<file path="config.mk">
export PLATFORM = sky130hd
export DESIGN_NAME = wmdc_dp
export DESIGN_NICKNAME = d
export VERILOG_FILES = /design/src/sv/wmdc_pkg.sv /design/src/sv/wmdc_ram.sv /design/src/sv/wmdc_div.sv /design/src/sv/wmdc_dp.sv
export SDC_FILE = /design/constraint.sdc
export NUM_CORES = 2
export LEC_CHECK = 0
export ABC_CLOCK_PERIOD_IN_PS = 11900
export BUFFER_PORTS_ARGS = -buffer_cell sky130_fd_sc_hd__buf_2
export CAP_MARGIN = 20
export CORE_MARGIN = 5
export CORE_UTILIZATION = 57
export DETAILED_ROUTE_END_ITERATION = 8
export PLACE_DENSITY = 0.72
export SLEW_MARGIN = 20
export SYNTH_ARGS = -nofsm -noshare
export SYNTH_HDL_FRONTEND = slang
export SYNTH_SLANG_ARGS = --single-unit
export TNS_END_PERCENT = 100
</file>
<file path="constraint.sdc">
create_clock -name aclk -period 11.9 [get_ports aclk]
set_clock_uncertainty 0.2 [all_clocks]
set_input_delay 2.38 -clock aclk [delete_from_list [all_inputs] [get_ports aclk]]
set_output_delay 2.38 -clock aclk [all_outputs]
set_load 0.02 [all_outputs]
</file>
<file path="src/sv/wmdc_pkg.sv">
// ----------------------------------------------------------------------------
// wmdc_pkg
// Types and constants shared by the window mean deviation checker modules.
// ----------------------------------------------------------------------------
package wmdc_pkg;

    localparam int SAMPLE_W  = 16;   // sample, mean, deviation and step width
    localparam int SLOT_W    = 6;    // slot index width on the result
    localparam int SUM_W     = 22;   // running window sum
    localparam int PERM_W    = 10;   // per-mille tolerance registers
    localparam int LIM_W     = 26;   // products scaled by 1000
    localparam int CFG_IDX_W = 2;
    localparam int IN_W      = 16;   // s_tdata width
    localparam int OUT_W     = 80;   // m_tdata width

    localparam logic [LIM_W-1:0]  PERMILLE_SCALE = 26'd1000;
    localparam logic [PERM_W-1:0] LEVEL_TOL_RESET = 10'd100;
    localparam logic [PERM_W-1:0] STEP_TOL_RESET  = 10'd150;

    // configuration register indexes
    localparam logic [CFG_IDX_W-1:0] CFG_LEVEL_TOL = 2'd0;
    localparam logic [CFG_IDX_W-1:0] CFG_STEP_TOL  = 2'd1;

    typedef enum logic [2:0] {
        ST_COLLECT,
        ST_DIV_START,
        ST_DIVIDE,
        ST_LIMITS,
        ST_FETCH,
        ST_LOAD,
        ST_NEXT,
        ST_EVAL
    } state_t;

    typedef enum logic {
        PASS_SCAN,
        PASS_EMIT
    } pass_t;

    // controller to datapath
    typedef struct packed {
        logic              sample_wr;
        logic              sum_clr;
        logic              div_start;
        logic              lim_load;
        logic              cur_load;
        logic              rd_en;
        logic              scan_acc;
        logic              out_load;
        logic              last_slot;
        logic [SLOT_W-1:0] slot;
    } ctrl_cmd_t;

    // datapath to controller
    typedef struct packed {
        logic div_busy;
        logic out_free;
    } dp_status_t;

    // result word, first field in the highest bits
    typedef struct packed {
        logic [6:0]          pad;
        logic                any_problem;
        logic [SAMPLE_W-1:0] step_mv;
        logic                step_outlier;
        logic [SAMPLE_W-1:0] deviation_mv;
        logic                level_outlier;
        logic [SAMPLE_W-1:0] mean_value;
        logic [SAMPLE_W-1:0] sample_value;
        logic [SLOT_W-1:0]   slot_index;
    } out_item_t;

endpackage

</file>
<file path="src/sv/wmdc_ram.sv">
// ----------------------------------------------------------------------------
// wmdc_ram
// Generic single-write, single-read RAM with registered read data.
// ----------------------------------------------------------------------------
module wmdc_ram #(
    parameter int WIDTH = 16,
    parameter int DEPTH = 6
) (
    input  logic                     aclk,
    input  logic                     wr_en,
    input  logic [$clog2(DEPTH)-1:0] wr_addr,
    input  logic [WIDTH-1:0]         wr_data,
    input  logic                     rd_en,
    input  logic [$clog2(DEPTH)-1:0] rd_addr,
    output logic [WIDTH-1:0]         rd_data
);

    logic [WIDTH-1:0] mem [DEPTH];
    logic [WIDTH-1:0] rd_data_reg;

    always_ff @(posedge aclk) begin
        if (wr_en) begin
            mem[wr_addr] <= wr_data;
        end
        if (rd_en) begin
            rd_data_reg <= mem[rd_addr];
        end
    end

    assign rd_data = rd_data_reg;

endmodule

</file>
<file path="src/sv/wmdc_div.sv">
// ----------------------------------------------------------------------------
// wmdc_div
// Divider of the window sum by a constant: register the sum, then multiply
// by a fixed reciprocal, shift and register the quotient.
// ----------------------------------------------------------------------------
module wmdc_div
    import wmdc_pkg::*;
#(
    parameter int DIVISOR = 6
) (
    input  logic             aclk,
    input  logic             aresetn,
    input  logic             start,
    input  logic [SUM_W-1:0] dividend,
    output logic             busy,
    output logic [SUM_W-1:0] quotient
);

    // with SHIFT = SUM_W + ceil(log2(DIVISOR)) and RECIP = ceil(2^SHIFT / DIVISOR),
    // (x * RECIP) >> SHIFT equals floor(x / DIVISOR) for every SUM_W-bit x
    localparam int SHIFT   = SUM_W + $clog2(DIVISOR);
    localparam int RECIP_W = SUM_W + 1;
    localparam int PROD_W  = SUM_W + RECIP_W;
    localparam logic [RECIP_W-1:0] RECIP =
        RECIP_W'(((longint'(1) << SHIFT) + longint'(DIVISOR) - longint'(1))
                 / longint'(DIVISOR));

    logic              busy_reg;
    logic [SUM_W-1:0]  arg_reg;
    logic [SUM_W-1:0]  quo_reg, quo_next;
    logic [PROD_W-1:0] prod;

    assign prod     = PROD_W'(arg_reg) * PROD_W'(RECIP);
    assign quo_next = SUM_W'(prod >> SHIFT);

    always_ff @(posedge aclk) begin
        if (!aresetn) begin
            busy_reg <= 1'b0;
        end else begin
            busy_reg <= start;
        end
        if (start) begin
            arg_reg <= dividend;
        end
        if (busy_reg) begin
            quo_reg <= quo_next;
        end
    end

    assign busy     = busy_reg;
    assign quotient = quo_reg;

endmodule

</file>
<file path="src/sv/wmdc_dp.sv">
// ----------------------------------------------------------------------------
// wmdc_dp
// Datapath: sample store, window sum, mean divider, tolerance limits,
// outlier evaluation and the result register.
// ----------------------------------------------------------------------------
module wmdc_dp
    import wmdc_pkg::*;
#(
    parameter int WINDOW = 6
) (
    input  logic                      aclk,
    input  logic                      aresetn,
    input  ctrl_cmd_t                 cmd,
    input  logic [$clog2(WINDOW)-1:0] wr_addr,
    input  logic [$clog2(WINDOW)-1:0] rd_addr,
    output dp_status_t                status,
    input  logic [SAMPLE_W-1:0]       sample_in,
    input  logic                      cfg_wr_en,
    input  logic [CFG_IDX_W-1:0]      cfg_wr_index,
    input  logic [PERM_W-1:0]         cfg_wr_data,
    output logic                      out_valid,
    input  logic                      out_ready,
    output out_item_t                 out_item,
    output logic                      out_last
);

    logic [PERM_W-1:0]   lvl_perm_reg, stp_perm_reg;
    logic [SUM_W-1:0]    sum_reg, sum_next;
    logic [SUM_W-1:0]    quotient;
    logic                div_busy;
    logic [SAMPLE_W-1:0] mean;
    logic [LIM_W-1:0]    lvl_lim_reg, stp_lim_reg;
    logic [SAMPLE_W-1:0] rd_data;
    logic [SAMPLE_W-1:0] cur_reg;
    logic                any_reg, any_next;
    logic [SAMPLE_W-1:0] dev, step_abs, step;
    logic                lo, so;
    logic                out_valid_reg, out_valid_next;
    out_item_t           out_item_reg;
    logic                out_last_reg;

    wmdc_ram #(
        .WIDTH (SAMPLE_W),
        .DEPTH (WINDOW)
    ) u_store (
        .aclk    (aclk),
        .wr_en   (cmd.sample_wr),
        .wr_addr (wr_addr),
        .wr_data (sample_in),
        .rd_en   (cmd.rd_en),
        .rd_addr (rd_addr),
        .rd_data (rd_data)
    );

    wmdc_div #(
        .DIVISOR (WINDOW)
    ) u_div (
        .aclk     (aclk),
        .aresetn  (aresetn),
        .start    (cmd.div_start),
        .dividend (sum_reg),
        .busy     (div_busy),
        .quotient (quotient)
    );

    assign mean = quotient[SAMPLE_W-1:0];

    always_comb begin
        sum_next = sum_reg;
        if (cmd.sum_clr) begin
            sum_next = '0;
        end else if (cmd.sample_wr) begin
            sum_next = sum_reg + SUM_W'(sample_in);
        end
    end

    // evaluation of slot k: cur_reg holds sample k, rd_data holds sample k+1
    assign dev      = (cur_reg >= mean) ? (cur_reg - mean) : (mean - cur_reg);
    assign step_abs = (cur_reg >= rd_data) ? (cur_reg - rd_data) : (rd_data - cur_reg);
    assign step     = cmd.last_slot ? '0 : step_abs;
    assign lo       = (LIM_W'(dev) * PERMILLE_SCALE) > lvl_lim_reg;
    assign so       = !cmd.last_slot && ((LIM_W'(step) * PERMILLE_SCALE) > stp_lim_reg);

    always_comb begin
        any_next = any_reg;
        if (cmd.lim_load) begin
            any_next = 1'b0;
        end else if (cmd.scan_acc) begin
            any_next = any_reg | lo | so;
        end
    end

    always_comb begin
        out_valid_next = out_valid_reg;
        if (cmd.out_load) begin
            out_valid_next = 1'b1;
        end else if (out_ready) begin
            out_valid_next = 1'b0;
        end
    end

    always_ff @(posedge aclk) begin
        if (!aresetn) begin
            lvl_perm_reg  <= LEVEL_TOL_RESET;
            stp_perm_reg  <= STEP_TOL_RESET;
            sum_reg       <= '0;
            any_reg       <= 1'b0;
            out_valid_reg <= 1'b0;
        end else begin
            if (cfg_wr_en) begin
                case (cfg_wr_index)
                    CFG_LEVEL_TOL: lvl_perm_reg <= cfg_wr_data;
                    CFG_STEP_TOL:  stp_perm_reg <= cfg_wr_data;
                    default: ;
                endcase
            end
            sum_reg       <= sum_next;
            any_reg       <= any_next;
            out_valid_reg <= out_valid_next;
        end
    end

    always_ff @(posedge aclk) begin
        if (cmd.lim_load) begin
            lvl_lim_reg <= LIM_W'(mean) * LIM_W'(lvl_perm_reg);
            stp_lim_reg <= LIM_W'(mean) * LIM_W'(stp_perm_reg);
        end
        if (cmd.cur_load) begin
            cur_reg <= rd_data;
        end
        if (cmd.out_load) begin
            out_item_reg.pad           <= '0;
            out_item_reg.any_problem   <= any_reg;
            out_item_reg.step_mv       <= step;
            out_item_reg.step_outlier  <= so;
            out_item_reg.deviation_mv  <= dev;
            out_item_reg.level_outlier <= lo;
            out_item_reg.mean_value    <= mean;
            out_item_reg.sample_value  <= cur_reg;
            out_item_reg.slot_index    <= cmd.slot;
            out_last_reg               <= cmd.last_slot;
        end
    end

    assign status.div_busy = div_busy;
    assign status.out_free = !out_valid_reg || out_ready;
    assign out_valid       = out_valid_reg;
    assign out_item        = out_item_reg;
    assign out_last        = out_last_reg;

endmodule

</file>
==> metrics <==
vias in the first global route=27700; Async SR Flop Fraction=0%; Clock transition at path regs=60 ps; CP max stage cell=a311oi_1; Post-Synthesis Cell Area=0.0391 mm²; DRC violations left=0; first-pass GRT wire length=148000 µm; postcts setup bufs=0; WP data required=11990 ps; Max Clk Rate=100 MHz; Worst Hold Launch=sum_reg[21]$_SDFFE_PP0P_; post-cts repair resize count=0; CP startpoint kind=register; max FFs per register=96; post-synthesis simple-gate area fraction=10.0%; CTS tree=built; sequential area share after synthesis=24.7%; RSZ-0062 raised after global routing=false; R2R setup slack=1930 ps; Hold-fix buffers, CTS=0; Worst-Skew Late Latency=580 ps; largest family of logic cells by synthesized area=adder cells; # setup viols final=0; layout cells sized above 1=7.23%; CTS H-tree depth=2; XOR/XNOR Fraction of Synth Area=3.20%; Worst Path Class, Setup=register to register; Gate Count Post-Synth=3737; Final Cycle Share=83.8%; crit path DAT=10060 ps; post-route ant nets=0; TritonCTS buffer count=40; FF-to-FF End=out_item[55]$_DFFE_PP_; max-slew violations=0; final hold violations=0; minimum clock period=9970 ps; adder-cell share of the synthesized area=43.3%; via/cell ratio=5.59; die area=0.0739 mm²; Die Wd=272 µm; drt pass-1 iters=5; Synth area leader=fa_1; Compound-Gate Fraction of Synth Area=7.96%; Synth top area share=26.1%; Worst Hold End=u_div.arg_reg[21]$_DFFE_PP_; Setup TNS Final=0 ps; Crit. End Element=register; worst setup margin=1930 ps; FF-to-FF path depth=33; CTS sink cnt=337; Max-cap violations=0; Post-synth EDFFs=292; Die Ht=272 µm; post-layout utilization of the core=61.5%; Layout Cells excl Fill=4741; average cell area after synthesis=10.5 µm²; outcome=finished clean; WHS Path Cells=0; pre-CTS WS=2030 ps; Worst Path Max Fanout=18; post-detailed-route wirelength per cell=19.3 µm; Slew Limit Headroom=29.1%; Yosys warnings=0; CTS root buffer=clkbuf_16; drt initial violations=2100; CP max stage delay=590 ps; post-DP HPWL=72800 µm; area delta synth->final=7.62%; via count=26500; Longest Clk Path Bufs=3; Tot GR Track Use=25.2%; Synth Flop Type=edfxtp_1; row count=96; DRT Wirelength=91600 µm; pin count of the biggest net entering global routing=54; Synth Register Bits=337; dpl cells=4664; GRT Residual Overflow=0; Core Box Area=0.0683 mm²; initial antenna violation count=3; post-synthesis cell type count=82; Area contributors post-synth=fa_1 (26%), edfxtp_1 (22%), ha_1 (17%), inv_1 (7.3%), nand2_1 (2.7%); Layout Nets=4926; Tightest Pin Transition=1060 ps; Ports=137; multiplexer share of the synthesized area=2.19%; Initial Utilization=57.2%; gpl congestion=0.946; FF-to-FF Start=cur_reg[0]$_DFFE_PP_; Worst Hold Class=register to register; port bufs=129
## worst max-delay path, delay by kind of cell (launching register included)
family | cells | cell delay (ps)
adders and majority gates | 8 | 2710
xor gates and xnor gates | 1 | 210
buffers and inverters | 4 | 290
and+or+nand+nor | 7 | 2180
DFF | 1 | 430
AOI/OAI and AO/OA | 13 | 3630
## per-stage QoR
step                area (µm²)  hold slack, ps
floorplan                39100             221
global placement         40600             241
detailed placement       40600             248
CTS                      42000             263
global route             42100             281
finish                   42100             271
## cells in the mapped netlist (5+ instances only)
cell      count
inv_1       756
ha_1        538
fa_1        510
edfxtp_1    292
nand2_1     281
and2_1      154
a21oi_1     153
nor2_1      127
xnor2_1     107
clkbuf_1     85
a21o_1       83
o21ai_0      74
nand3_1      46
dfxtp_1      45
mux2i_1      39
nor3_1       36
xor2_1       36
nand2b_1     32
nor2b_1      31
a31oi_1      18
nand4_1      18
a21boi_0     17
a211oi_1     16
mux4_2       16
and3_1       15
o21bai_1     15
buf_2        14
o211ai_1     14
or2_2        13
o21a_1       10
nand3b_1      9
or3_1         9
buf_4         8
a211o_1       7
a311oi_1      7
mux2_2        6
o21ai_1       6
o31ai_1       6
a31o_2        5
a41oi_1       5
nor3b_1       5
## cell families (layout without fill, tap and decap cells)
logic type | count (synthesis) | in the layout
other | 1 | 9
adders and majority gates | 1048 | 1048
muxes | 64 | 64
buffers and inverters | 869 | 983
DFF | 337 | 337
AOI/OAI and AO/OA | 476 | 476
xor gates and xnor gates | 143 | 143
and+or+nand+nor | 799 | 799
## layer usage
layer / vias up / share of wire (%) / GRT usage (%)
met2: 747 / 49 / 42.5
met5: - / 0 / 0
met4: 0 / 3.1 / 7.68
met1: 13200 / 42 / 34.1
met3: 165 / 5.8 / 3.63
li1: 12400 / - / -
## cells in the final DEF (no fill, tap or decap), types with 15 or more instances in the layout
cell and instances:
fa_1 510, ha_1 538, buf_4 23, mux2i_1 39, nor2_1 125, nor2b_1 31
and2_1 154, nor3_1 34, nand2b_1 32, a21o_1 83, dfxtp_1 45, nand2_1 281
clkbuf_16 40, mux4_2 16, and3_1 15, nand3_1 46, xnor2_1 107, o21ai_0 74
xor2_1 35, a31oi_1 18, a211oi_1 16, a21oi_1 153, a21boi_0 17, nand4_1 18
edfxtp_1 292, buf_2 128, o21bai_1 15, inv_1 756
## worst max-delay path by stage
stage                            startpoint                      to  slack, ps  cells past startpoint
2_1_floorplan   u_div.quotient[7]$_DFFE_PP_    any_reg$_SDFFE_PP0P_       3480                     34
5_1_grt                cur_reg[0]$_DFFE_PP_  out_item[55]$_DFFE_PP_       1390                     33
4_1_cts        u_div.quotient[11]$_DFFE_PP_    any_reg$_SDFFE_PP0P_       1980                     32
3_5_place_dp    u_div.quotient[8]$_DFFE_PP_    any_reg$_SDFFE_PP0P_       2030                     32
3_3_place_gp    u_div.quotient[8]$_DFFE_PP_  out_item[38]$_DFFE_PP_       2170                     31
6_report               cur_reg[0]$_DFFE_PP_  out_item[55]$_DFFE_PP_       1930                     33
## area by class of cell
type	instances	area (µm²)
fillers	5593	26300
well taps	882	1100
repair buffers	152	833
flip-flops and latches	337	9670
multi-input cells	2537	26200
clock inverters	30	423
clock buffers	44	1030
inverters	757	2840
diodes	2	5.00
Power is not shown: default switching activity piles up to over one toggle a cycle in this logic, so the estimate is an artifact.
